[src/rtl/lmfcg_pkg.sv]
// Shared constants, types and helpers for the LED matrix frame command generator.
`timescale 1ns / 1ps

package lmfcg_pkg;

  localparam int unsigned COLUMNS     = 6;
  localparam int unsigned PAD_BYTES   = 4;
  localparam int unsigned FRAME_BYTES = 2 * COLUMNS;
  localparam int unsigned XFER_BYTES  = 2 + FRAME_BYTES + PAD_BYTES;
  localparam int unsigned FRAME_AW    = $clog2(FRAME_BYTES);
  localparam int unsigned IDX_W       = $clog2(XFER_BYTES);

  localparam logic [7:0] CMD_DISPLAY_OFF = 8'h80;
  localparam logic [7:0] CMD_DISPLAY_ON  = 8'h81;
  localparam logic [7:0] CMD_DIM_BASE    = 8'hE0;
  localparam logic [7:0] CMD_SLEEP       = 8'h20;
  localparam logic [7:0] CMD_WAKE        = 8'h21;

  localparam logic [7:0] DEV_ADDR_RESET  = 8'hE0;
  localparam logic [7:0] RAM_PTR_RESET   = 8'h00;
  localparam logic [4:0] BREATH_RESET    = 5'd8;
  localparam logic [4:0] BREATH_TOP      = 5'd16;
  localparam logic [4:0] LEVEL_MAX       = 5'd15;

  typedef enum logic [2:0] {
    REQ_DRAW    = 3'd0,
    REQ_FILL    = 3'd1,
    REQ_REFRESH = 3'd2,
    REQ_DISPLAY = 3'd3,
    REQ_BRIGHT  = 3'd4,
    REQ_BREATH  = 3'd5,
    REQ_SLEEP   = 3'd6,
    REQ_WAKE    = 3'd7
  } req_e;

  typedef enum logic [0:0] {
    CFG_DEV_ADDR = 1'b0,
    CFG_RAM_PTR  = 1'b1
  } cfg_idx_e;

  typedef struct packed {
    logic [2:0] req_type;
    logic [2:0] col;
    logic [3:0] row;
    logic       value;
    logic [1:0] blink;
    logic [4:0] level;
  } in_item_t;

  typedef struct packed {
    logic [7:0] tx_byte;
    logic       first_of_transfer;
    logic       last_of_transfer;
  } out_item_t;

  typedef struct packed {
    logic                we;
    logic [FRAME_AW-1:0] waddr;
    logic [7:0]          wdata;
    logic                re;
    logic [FRAME_AW-1:0] raddr;
  } ram_req_t;

  function automatic logic [7:0] dim_byte(input logic [4:0] lvl);
    logic [3:0] l;
    if (lvl > LEVEL_MAX) begin
      l = LEVEL_MAX[3:0];
    end else if (lvl == 5'd0) begin
      l = 4'd1;
    end else begin
      l = lvl[3:0];
    end
    return CMD_DIM_BASE | {4'd0, l - 4'd1};
  endfunction

endpackage

[src/rtl/lmfcg_frame_ram.sv]
// Frame buffer RAM: one write port, one registered read port, per-entry valid bits.
`timescale 1ns / 1ps

module lmfcg_frame_ram
  import lmfcg_pkg::*;
(
  input  logic       clk_i,
  input  logic       rst_ni,
  input  ram_req_t   req_i,
  output logic [7:0] rdata_o
);

  logic [7:0]             mem [FRAME_BYTES];
  logic [FRAME_BYTES-1:0] valid_q;
  logic [7:0]             rdata_q;
  logic                   rvalid_q;

  always_ff @(posedge clk_i) begin
    if (req_i.we) begin
      mem[req_i.waddr] <= req_i.wdata;
    end
    if (req_i.re) begin
      rdata_q <= mem[req_i.raddr];
    end
  end

  // unwritten entries read as the cleared frame
  always_ff @(posedge clk_i or negedge rst_ni) begin
    if (!rst_ni) begin
      valid_q  <= '0;
      rvalid_q <= 1'b0;
    end else begin
      if (req_i.we) begin
        valid_q[req_i.waddr] <= 1'b1;
      end
      if (req_i.re) begin
        rvalid_q <= valid_q[req_i.raddr];
      end
    end
  end

  assign rdata_o = rvalid_q ? rdata_q : 8'h00;

endmodule

[src/rtl/led_matrix_frame_command_generator_unit.sv]
// LED matrix frame command generator: frame RAM sequencer emitting two-wire bus bytes.
`timescale 1ns / 1ps

// Takes one request at a time and turns it into bus write bytes, with the first
// byte of each transfer flagged for a start and the last for a stop. A refresh
// streams 2 + 2*COLUMNS + PAD_BYTES bytes (18 by default), one per cycle while the
// output is not stalled, fed by the single read port of the frame RAM with one byte
// of prefetch; the next request is taken the cycle after its last byte enters the
// output register. Display, brightness, sleep, wake and an emitting breath tick
// send two bytes. A dot draw is a read-modify-write of one RAM entry, a fill
// writes one entry per cycle, and a breath tick that only turns the ramp around
// sends no bytes. The frame reads as cleared right after reset; no clearing pass
// is needed. Configuration writes take effect at once and belong in idle periods.
module led_matrix_frame_command_generator_unit
  import lmfcg_pkg::*;
(
  input  logic       clk_i,
  input  logic       rst_ni,
  input  logic       in_valid_i,
  output logic       in_ready_o,
  input  in_item_t   in_data_i,
  output logic       out_valid_o,
  input  logic       out_ready_i,
  output out_item_t  out_data_o,
  input  logic       cfg_we_i,
  input  logic       cfg_idx_i,
  input  logic [7:0] cfg_data_i
);

  localparam logic [1:0] ST_IDLE = 2'd0;
  localparam logic [1:0] ST_DRAW = 2'd1;
  localparam logic [1:0] ST_FILL = 2'd2;
  localparam logic [1:0] ST_SEND = 2'd3;

  logic [1:0]          state_q, state_d;
  logic [IDX_W-1:0]    idx_q, idx_d;
  logic [FRAME_AW-1:0] fill_q, fill_d;
  logic                refresh_q, refresh_d;
  logic [7:0]          cmd_q, cmd_d;
  logic [FRAME_AW-1:0] dot_addr_q, dot_addr_d;
  logic [7:0]          dot_mask_q, dot_mask_d;
  logic                dot_val_q, dot_val_d;
  logic [4:0]          breath_lvl_q, breath_lvl_d;
  logic                breath_rise_q, breath_rise_d;
  logic [7:0]          dev_addr_q, ram_ptr_q;
  logic                out_valid_q;
  out_item_t           out_q;

  logic                accept, slot_free, load, send_last, col_ok, br_emit;
  logic [IDX_W-1:0]    last_idx, idx_m1;
  logic [3:0]          dot_sum;
  logic [7:0]          tx_byte, rdata;
  ram_req_t            ram_req;

  assign in_ready_o = (state_q == ST_IDLE);
  assign accept     = in_valid_i && in_ready_o;
  assign slot_free  = !out_valid_q || out_ready_i;
  assign load       = (state_q == ST_SEND) && slot_free;
  assign last_idx   = refresh_q ? IDX_W'(XFER_BYTES - 1) : IDX_W'(1);
  assign send_last  = (idx_q == last_idx);
  assign idx_m1     = idx_q - IDX_W'(1);
  assign dot_sum    = {in_data_i.col, in_data_i.row[3]};
  assign col_ok     = ({1'b0, in_data_i.col} < 4'(COLUMNS));
  assign br_emit    = breath_rise_q ? (breath_lvl_q <= BREATH_TOP) : (breath_lvl_q != 5'd0);

  lmfcg_frame_ram u_frame_ram (
    .clk_i   (clk_i),
    .rst_ni  (rst_ni),
    .req_i   (ram_req),
    .rdata_o (rdata)
  );

  always_comb begin
    if (idx_q == '0) begin
      tx_byte = dev_addr_q;
    end else if (!refresh_q) begin
      tx_byte = cmd_q;
    end else if (idx_q == IDX_W'(1)) begin
      tx_byte = ram_ptr_q;
    end else if (idx_q <= IDX_W'(FRAME_BYTES + 1)) begin
      tx_byte = rdata;
    end else begin
      tx_byte = 8'h00;
    end
  end

  always_comb begin
    ram_req = '0;
    if (accept && (in_data_i.req_type == REQ_DRAW) && col_ok) begin
      ram_req.re    = 1'b1;
      ram_req.raddr = dot_sum[FRAME_AW-1:0];
    end
    // prefetch the frame byte sent after this one
    if (load && refresh_q && (idx_q != '0) && (idx_q <= IDX_W'(FRAME_BYTES))) begin
      ram_req.re    = 1'b1;
      ram_req.raddr = idx_m1[FRAME_AW-1:0];
    end
    if (state_q == ST_DRAW) begin
      ram_req.we    = 1'b1;
      ram_req.waddr = dot_addr_q;
      ram_req.wdata = dot_val_q ? (rdata | dot_mask_q) : (rdata & ~dot_mask_q);
    end
    if (state_q == ST_FILL) begin
      ram_req.we    = 1'b1;
      ram_req.waddr = fill_q;
      ram_req.wdata = {8{dot_val_q}};
    end
  end

  always_comb begin
    state_d       = state_q;
    idx_d         = idx_q;
    fill_d        = fill_q;
    refresh_d     = refresh_q;
    cmd_d         = cmd_q;
    dot_addr_d    = dot_addr_q;
    dot_mask_d    = dot_mask_q;
    dot_val_d     = dot_val_q;
    breath_lvl_d  = breath_lvl_q;
    breath_rise_d = breath_rise_q;
    unique case (state_q)
      ST_IDLE: begin
        if (accept) begin
          idx_d     = '0;
          refresh_d = 1'b0;
          case (in_data_i.req_type)
            REQ_DRAW: begin
              dot_addr_d = dot_sum[FRAME_AW-1:0];
              dot_mask_d = 8'd1 << in_data_i.row[2:0];
              dot_val_d  = in_data_i.value;
              if (col_ok) begin
                state_d = ST_DRAW;
              end
            end
            REQ_FILL: begin
              dot_val_d = in_data_i.value;
              fill_d    = '0;
              state_d   = ST_FILL;
            end
            REQ_REFRESH: begin
              refresh_d = 1'b1;
              state_d   = ST_SEND;
            end
            REQ_DISPLAY: begin
              cmd_d   = in_data_i.value ? (CMD_DISPLAY_ON | {5'd0, in_data_i.blink, 1'b0})
                                        : CMD_DISPLAY_OFF;
              state_d = ST_SEND;
            end
            REQ_BRIGHT: begin
              cmd_d   = dim_byte(in_data_i.level);
              state_d = ST_SEND;
            end
            REQ_BREATH: begin
              cmd_d = dim_byte(breath_lvl_q);
              if (br_emit) begin
                breath_lvl_d = breath_rise_q ? breath_lvl_q + 5'd1 : breath_lvl_q - 5'd1;
                state_d      = ST_SEND;
              end else begin
                breath_lvl_d  = breath_rise_q ? BREATH_TOP : 5'd1;
                breath_rise_d = !breath_rise_q;
              end
            end
            REQ_SLEEP: begin
              cmd_d   = CMD_SLEEP;
              state_d = ST_SEND;
            end
            default: begin
              cmd_d   = CMD_WAKE;
              state_d = ST_SEND;
            end
          endcase
        end
      end
      ST_DRAW: begin
        state_d = ST_IDLE;
      end
      ST_FILL: begin
        fill_d = fill_q + FRAME_AW'(1);
        if (fill_q == FRAME_AW'(FRAME_BYTES - 1)) begin
          state_d = ST_IDLE;
        end
      end
      ST_SEND: begin
        if (load) begin
          idx_d = idx_q + IDX_W'(1);
          if (send_last) begin
            state_d = ST_IDLE;
          end
        end
      end
      default: begin
        state_d = ST_IDLE;
      end
    endcase
  end

  always_ff @(posedge clk_i or negedge rst_ni) begin
    if (!rst_ni) begin
      state_q       <= ST_IDLE;
      breath_lvl_q  <= BREATH_RESET;
      breath_rise_q <= 1'b0;
      dev_addr_q    <= DEV_ADDR_RESET;
      ram_ptr_q     <= RAM_PTR_RESET;
      out_valid_q   <= 1'b0;
    end else begin
      state_q       <= state_d;
      breath_lvl_q  <= breath_lvl_d;
      breath_rise_q <= breath_rise_d;
      if (cfg_we_i) begin
        unique case (cfg_idx_i)
          CFG_DEV_ADDR: dev_addr_q <= cfg_data_i;
          CFG_RAM_PTR:  ram_ptr_q  <= cfg_data_i;
          default: ;
        endcase
      end
      if (load) begin
        out_valid_q <= 1'b1;
      end else if (out_ready_i) begin
        out_valid_q <= 1'b0;
      end
    end
  end

  always_ff @(posedge clk_i) begin
    idx_q      <= idx_d;
    fill_q     <= fill_d;
    refresh_q  <= refresh_d;
    cmd_q      <= cmd_d;
    dot_addr_q <= dot_addr_d;
    dot_mask_q <= dot_mask_d;
    dot_val_q  <= dot_val_d;
    if (load) begin
      out_q.tx_byte           <= tx_byte;
      out_q.first_of_transfer <= (idx_q == '0);
      out_q.last_of_transfer  <= send_last;
    end
  end

  assign out_valid_o = out_valid_q;
  assign out_data_o  = out_q;

  a_ram_single_access: assert property (@(posedge clk_i) disable iff (!rst_ni)
    !(ram_req.we && ram_req.re))
    else $error("frame RAM read and write in the same cycle");

  a_breath_range: assert property (@(posedge clk_i) disable iff (!rst_ni)
    breath_lvl_q <= BREATH_TOP + 5'd1)
    else $error("breath level out of range");

  a_send_ends: assert property (@(posedge clk_i) disable iff (!rst_ni)
    load && send_last |=> (state_q == ST_IDLE) && out_valid_o && out_data_o.last_of_transfer)
    else $error("transfer did not end with a stop byte");

  a_fill_bound: assert property (@(posedge clk_i) disable iff (!rst_ni)
    (state_q == ST_FILL) |-> (fill_q <= FRAME_AW'(FRAME_BYTES - 1)))
    else $error("fill address past frame end");

endmodule

[config.mk]
export PLATFORM = sky130hd
export DESIGN_NAME = led_matrix_frame_command_generator_unit
export DESIGN_NICKNAME = d
export VERILOG_FILES = /design/src/rtl/lmfcg_pkg.sv /design/src/rtl/lmfcg_frame_ram.sv /design/src/rtl/led_matrix_frame_command_generator_unit.sv
export SDC_FILE = /design/constraint.sdc
export NUM_CORES = 1
export LEC_CHECK = 0
export BUFFER_PORTS_ARGS = -buffer_cell sky130_fd_sc_hd__buf_2
export CORE_MARGIN = 3
export CORE_UTILIZATION = 40
export CTS_CLUSTER_SIZE = 30
export DETAILED_ROUTE_END_ITERATION = 10
export GPL_TIMING_DRIVEN = 0
export SYNTH_ARGS = -nofsm -noshare
export SYNTH_HDL_FRONTEND = slang
export SYNTH_HIERARCHICAL = 1
export SYNTH_SLANG_ARGS = --single-unit
[constraint.sdc]
create_clock -name clk_i -period 3.6 [get_ports clk_i]
set_clock_uncertainty 0.15 [all_clocks]
set_input_delay 0 -clock clk_i [delete_from_list [all_inputs] [get_ports clk_i]]
set_output_delay 0 -clock clk_i [all_outputs]
set_load 0.01 [all_outputs]
==> run metrics, run 1 <==
outcome complete, no violations; commonest non-fill, non-tap cell in the layout edfxtp_1; Top FF cell, synth edfxtp_1; Syn Nets 598; Tot GR Track Use 16.4%; crit-path most repeated cell clkbuf_1; initial antenna violation count 0; Antenna Cells 0; headroom to the max-slew limit 14.3%; TritonCTS Buffers 17; Final Wtd Congestion 0.791; H-tree depth 4; Max Fclk 0.287 GHz; register area share after synthesis 64.8%; Worst-Margin Slew 1.27 ns; WHS 0.0752 ns; signal arrival time at the worst endpoint 3.40 ns; Die H 149 µm; Internal Power 0.00466 W; drt pass-1 iters 6; worst-path fanout max 10; post-synthesis area per instance 14.8 µm²; I/O pin count 44; required time worst endpoint 3.51 ns; kind of critical path flop to flop; worst-path cell chain inv_1, ha_1, clkbuf_1, nor2b_1, clkbuf_1, a22o_1, or3b_2, nor2_1; CTS root buf clkbuf_16; die width 149 µm; gr ovfl total 0; post-synth cell types 60; via count 4,966; number of hold violations in the final report 0; Period Utilization, post-route 96.8%; leak pwr 3.50 nW; Startpoint Class flop; Cells after Synth 552; Die Area 22,100 µm²; CP bufs+invs 3; layout cells sized above 1 23.6%; largest net degree at the start of global routing 39; pwr/cell area 707 nW/µm²; combinational fraction of design power 27.6%; Worst path max stage delay 0.70 ns; Detail Route Antenna Nets 0; max cap viols 0; Initial Utilization 41.3%; Synth Warn # 6; Async SR Flop Fraction 20.9%; critical path's top delay family simple AND/OR/NAND/NOR gates; Slowest-stage cell, CP nor2_1; DRC 0; TritonCTS clock tree done; Net Sw Frac 31.9%; Max VDD drop 276 µV; main area contributors after synthesis edfxtp_1 (53%), dfrtp_1 (10%), mux4_2 (4.7%); Yosys reg bits 182; Synth top area share 53.1%; core area 19,700 µm²; Setup Viol. Count Final 0; Post-Synthesis Cell Area 8150 µm²; Post-DP HPWL 12.0 mm; Slew Viols, Final 0; drt total wl 17.4 mm; clk buf depth 2; unrepaired setup endpoints after global routing true; Sink Count 182; wire per inst 18.8 µm; row count 51; DR iter-0 viols 326; Tmin final 3.48 ns; first-pass GRT wire length 27.6 mm; Worst-path clk slew 0.07 ns; Clk pwr share 27.7%; area leader, netlist edfxtp_1; Port Buffer Count 41; vias per inst 5.36; worst min-delay path class primary input to flop; most frequent cells in the layout edfxtp_1 (144), buf_2 (46), nand2_1 (39); number of flops mapped to enable cells by yosys 144; clk_lat worst skew 0.43 ns; Flop pwr share 44.7%; CP endpoint kind flop; nets 694; Area Growth Syn to Fin 18.9%; net switching power 0.00218 W; Final Util 49.1%; vias in the first global route 5,093
-- cells by family after synthesis --
kind of cell / count (synthesis) / share of synthesized area [%]
AOI/OAI and AO/OA: 88 / 7.73
adders and majority gates: 14 / 2.24
DFF: 182 / 64.8
xor gates and xnor gates: 10 / 1.08
buffers and inverters: 41 / 2.63
muxes: 45 / 10.2
and+or+nand+nor: 172 / 11.3
-- flip-flops by register name, summed over array words and instances (netlist names), 4 cells and up --
name and cells:
out_data_o 10, dev_addr_q 8, ram_ptr_q 8, u_frame_ram/rdata_q 8
breath_lvl_q 5, u_frame_ram/valid_q 12, dot_mask_q 8, dot_addr_q 4
idx_q 5, u_frame_ram/mem 96, cmd_q 7, fill_q 4
-- power by group through the flow --
stage / Sequential (W) / Clock (W) / Combinational (W)
6_report: 0.00306 / 0.00189 / 0.00189
5_1_grt: 0.00310 / 0.00203 / 0.00208
3_5_place_dp: 0.00311 / 0 / 0.00185
3_3_place_gp: 0.00309 / 0 / 0.00177
4_1_cts: 0.00307 / 0.00193 / 0.00188
2_1_floorplan: 0.00306 / 0 / 0.00127
-- per-layer routing --
| metal | vias to the layer above | global-route usage [%] | wire length [µm] |
|---|---|---|---|
| li1 | 2311 | - | - |
| met1 | 2538 | 22.8 | 8100 |
| met2 | 103 | 26.8 | 8450 |
| met3 | 14 | 3.17 | 672 |
| met4 | 0 | 4.57 | 199 |
| met5 | - | 0 | 0 |
-- tightest hold or removal path, cell delays in order --
cell and delay [ns]:
buf_2 0.10, nand2_1 0.30, mux2_2 0.22
-- synth_stat cells, types with 3 or more instances --
cell / number
mux4_1: 9
a22o_1: 7
nor2b_1: 10
nand3_1: 9
inv_1: 17
xnor2_1: 5
or2_2: 12
ha_1: 13
a21oi_1: 18
buf_2: 5
nor3b_1: 4
a221oi_1: 7
nand2_1: 39
buf_6: 3
xor2_1: 5
dfstp_2: 4
buf_4: 4
nor2_1: 38
and3b_1: 3
o21ai_0: 17
mux2_2: 18
nand3b_1: 13
clkbuf_1: 9
dfrtp_1: 34
o31ai_1: 10
edfxtp_1: 144
nor3_1: 12
mux4_2: 17
and2_1: 14
a22oi_1: 9
nand2b_1: 7
-- repair_timing --
action | 4_1_cts | 5_1_grt
endpoints found under the hold margin | 88 | 0
resized for setup | 3 | 4
pin swaps | 0 | 0
hold buffers | 32 | 0
endpoints found under the setup margin | 9 | 47
setup buffers | 0 | 3
cloned | 0 | 0
-- worst paths after layout --
kind / startpoint / end / slack [ns] / cells past startpoint
setup / recovery: state_q[0]$_DFFE_PN0P_ / u_frame_ram/mem[4][0]$_DFFE_PP_ / 0.12 / 8
hold / removal: cfg_we_i / ram_ptr_q[1]$_DFFE_PN0P_ / 0.08 / 3
setup reg to reg: state_q[0]$_DFFE_PN0P_ / u_frame_ram/mem[4][0]$_DFFE_PP_ / 0.12 / 8
hold reg to reg: u_frame_ram/valid_q[0]$_DFFE_PN0P_ / u_frame_ram/valid_q[0]$_DFFE_PN0P_ / 0.31 / 1
max in group asynchronous: rst_ni / u_frame_ram/rvalid_q$_DFFE_PN0P_ / 2.60 / 2
min in group asynchronous: rst_ni / dev_addr_q[2]$_DFFE_PN0P_ / 0.10 / 2
-- final cells by class --
class / instances / area [µm²]
plain buffers: 24 / 151
clock buffers: 20 / 447
clock inverters: 12 / 160
fillers: 1648 / 10000
inverters: 17 / 63.8
multi-input cells: 329 / 2690
flip-flops and latches: 182 / 5280
well taps: 265 / 332
repair buffers: 77 / 556
-- per-stage QoR --
step	power [W]	setup TNS, ns	setup WS [ns]	std cells	instance area, µm²
after detailed placement	0.00496	-4.78	-0.625	859	8710
after global placement	0.00486	-11.35	-0.630	858	8680
final	0.00684	0	0.116	926	9680
after CTS	0.00688	0	0.0262	923	9650
after global routing	0.00721	-1.31	-0.0843	926	9680
after floorplan	0.00433	0	0.213	552	8150
(Power assumes the default switching activity.)
==> inputs of run 2 (changes only) <==
--- a/config.mk
+++ b/config.mk
@@ -5,12 +5,14 @@
 export SDC_FILE = /design/constraint.sdc
 export NUM_CORES = 1
 export LEC_CHECK = 0
+export ABC_AREA = 1
 export BUFFER_PORTS_ARGS = -buffer_cell sky130_fd_sc_hd__buf_2
 export CORE_MARGIN = 3
 export CORE_UTILIZATION = 40
 export CTS_CLUSTER_SIZE = 30
 export DETAILED_ROUTE_END_ITERATION = 10
 export GPL_TIMING_DRIVEN = 0
+export PLACE_DENSITY = 0.58
 export SYNTH_ARGS = -nofsm -noshare
 export SYNTH_HDL_FRONTEND = slang
 export SYNTH_HIERARCHICAL = 1
==> constraint.sdc (replaced) <==
create_clock -name clk_i -period 4.2 [get_ports clk_i]
set_clock_uncertainty 0.15 [all_clocks]
set_input_delay 0 -clock clk_i [delete_from_list [all_inputs] [get_ports clk_i]]
set_output_delay 0 -clock clk_i [all_outputs]
set_load 0.01 [all_outputs]
==> run metrics, run 2 <==
outcome complete, no violations (unchanged); H-tree depth 4 (unchanged); Die H 150 µm (was 149 µm); Final Total Pwr 0.00591 W (was 0.00684 W); Period Utilization, post-route 88.6% (was 96.8%); max FFs per register 96 (unchanged); DR iter-0 viols 556 (was 326); headroom to the max-slew limit 22.5% (was 14.3%); Area Growth Syn to Fin 18.5% (was 18.9%); I/O pin count 44 (unchanged); Worst-path clk slew 0.07 ns (about the same); commonest non-fill, non-tap cell in the layout nand2_1 (was edfxtp_1); most frequent cells in the layout nand2_1 (150), edfxtp_1 (144), o21ai_0 (107) (was edfxtp_1 (144), buf_2 (46), nand2_1 (39)); Max Fclk 0.269 GHz (was 0.287 GHz); Final Wtd Congestion 0.825 (was 0.791); layout cells sized above 1 12.5% (was 23.6%); first-pass GRT wire length 31.4 mm (was 27.6 mm); Setup Viol. Count Final 0 (unchanged); vias per inst 5.01 (was 5.36); Top FF cell, synth edfxtp_1 (unchanged); Post-DP HPWL 13.2 mm (was 12.0 mm); kind of critical path flop to flop (unchanged); Tmin final 3.72 ns (was 3.48 ns); CP endpoint kind flop (unchanged); clk buf depth 2 (unchanged); Initial Utilization 41.0% (was 41.3%); Max VDD drop 230 µV (was 276 µV); pwr/cell area 597 nW/µm² (was 707 nW/µm²); Worst-Margin Slew 1.16 ns (was 1.27 ns); most frequent cell after synthesis nand2_1 (was edfxtp_1); vias in the first global route 5,755 (was 5,093); Antenna Cells 0 (unchanged); Syn Nets 876 (was 598); TritonCTS Buffers 17 (unchanged); Async SR Flop Fraction 20.9% (unchanged); setup tns final 0 ns (unchanged); gr ovfl total 0 (unchanged); core area 20,400 µm² (was 19,700 µm²); worst-path fanout max 12 (was 10); Sink Count 182 (unchanged); die width 150 µm (was 149 µm); worst min-delay path class primary input to async pin (was primary input to flop); via count 6,078 (was 4,966); signal arrival time at the worst endpoint 3.75 ns (was 3.40 ns); post-CTS setup buffers 0 (unchanged); post-synthesis area per instance 10.1 µm² (was 14.8 µm²); main area contributors after synthesis edfxtp_1 (52%), dfrtp_1 (10%), nand2_1 (6.7%) (was edfxtp_1 (53%), dfrtp_1 (10%), mux4_2 (4.7%)); Cells after Synth 830 (was 552); wire per inst 16.5 µm (was 18.8 µm); Synth Warn # 6 (unchanged); Synth top area share 51.8% (was 53.1%); clk_lat worst skew 0.43 ns (about the same); Yosys reg bits 182 (unchanged); nets 978 (was 694); leak pwr 4.03 nW (was 3.50 nW); drt total wl 20.0 mm (was 17.4 mm); number of flops mapped to enable cells by yosys 144 (unchanged); Startpoint Class flop (unchanged); row count 52 (was 51); Biggest register u_frame_ram/mem (unchanged); drt pass-1 iters 5 (was 6); PostCTS Resize Cnt 0 (was 3); register area share after synthesis 63.3% (was 64.8%); Tot GR Track Use 18.4% (was 16.4%); CTS root buf clkbuf_16 (unchanged); Detail Route Antenna Nets 0 (unchanged); r2r setup slk 0.48 ns (was 0.12 ns); largest net degree at the start of global routing 39 (unchanged); required time worst endpoint 4.22 ns (was 3.51 ns); initial antenna violation count 0 (unchanged); Post-Synthesis Cell Area 8350 µm² (was 8150 µm²); DRC 0 (unchanged); worst reg2reg path depth 13 (was 8); Slew Viols, Final 0 (unchanged); number of hold violations in the final report 0 (unchanged); area leader, netlist edfxtp_1 (unchanged); Port Buffer Count 43 (was 41); max cap viols 0 (unchanged); most frequent cells after synthesis nand2_1 (150), edfxtp_1 (144), o21ai_0 (107) (was edfxtp_1 (144), nand2_1 (39), nor2_1 (38)); unrepaired setup endpoints after global routing false (was true); Die Area 22,600 µm² (was 22,100 µm²); post-synth cell types 38 (was 60); TritonCTS clock tree done (unchanged)
## run 2: timing repair
action | CTS | global route
hold buffers | 40 | 0
endpoints found under the hold margin | 82 | 0
setup endpoints to repair | 0 | 0
## run 2: cell families after synthesis
group | Yosys count | synth area share, %
flip-flops | 182 | 63.3
adder cells (fa/ha/maj) | 14 | 2.19
AO/OA/AOI/OAI | 164 | 10.6
buffers and inverters | 117 | 5.79
XOR/XNOR | 7 | 0.735
AND/OR/NAND/NOR | 346 | 17.4
## run 2: worst max-delay path, stage by stage (launching register included)
cell and delay (ns):
dfrtp_1 0.40, ha_1 0.33, inv_2 0.09, nor2_2 0.55, nand3_1 0.14, nor2_1 0.15
nand2_2 0.13, o21ai_1 0.35, clkbuf_1 0.58, nor2_1 0.10, o21ai_0 0.09, nand3_1 0.14
nand3_1 0.17, nand2_1 0.09
## run 2: metal layers
layer	wire, µm	GRT usage (%)
met1	9620	26.9
met2	9120	27.8
met3	1030	3.46
met4	266	5.67
met5	0	0
## run 2: report_power, final
part | internal (W) | switching, W | total, W
combinational | 0.000521 | 0.00122 | 0.00174
clock | 0.000795 | 0.000755 | 0.00155
sequential | 0.00248 | 0.000134 | 0.00261
total | 0.00379 | 0.00211 | 0.00591
## run 2: layout make-up
cell class	instances	area, µm²
Fill cell	1875	10500
Clock buffer	17	425
Clock inverter	14	161
Tap cell	270	338
Inverter	89	334
Timing Repair Buffer	83	616
Sequential cell	182	5280
Buffer	28	149
Multi-Input combinational cell	531	2580
## run 2: path summary, 6_finish.rpt
path / startpoint / endpoint
worst max register to register: state_q[0]$_DFFE_PN0P_ / u_frame_ram/rdata_q[5]$_DFFE_PP_
worst min register to register: u_frame_ram/valid_q[9]$_DFFE_PN0P_ / u_frame_ram/valid_q[9]$_DFFE_PN0P_
max in group asynchronous: rst_ni / u_frame_ram/valid_q[6]$_DFFE_PN0P_
min in group clk_i: in_data_i[11] / dot_addr_q[0]$_DFFE_PP_
worst max-delay path: state_q[0]$_DFFE_PN0P_ / u_frame_ram/rdata_q[5]$_DFFE_PP_
worst min-delay path: rst_ni / dev_addr_q[3]$_DFFE_PN0P_
## run 2: stage by stage
step	cells	hold slack, ns	cell area (µm²)	utilization, %	setup WS [ns]
floorplan	830	-0.446	8350	-	1.48
global placement	1143	0.0519	8900	43.7	0.469
detailed placement	1143	0.0465	8900	43.7	0.471
CTS	1214	0.126	9890	48.6	0.439
global route	1214	0.191	9890	48.6	0.109
finish	1214	0.116	9890	48.6	0.477
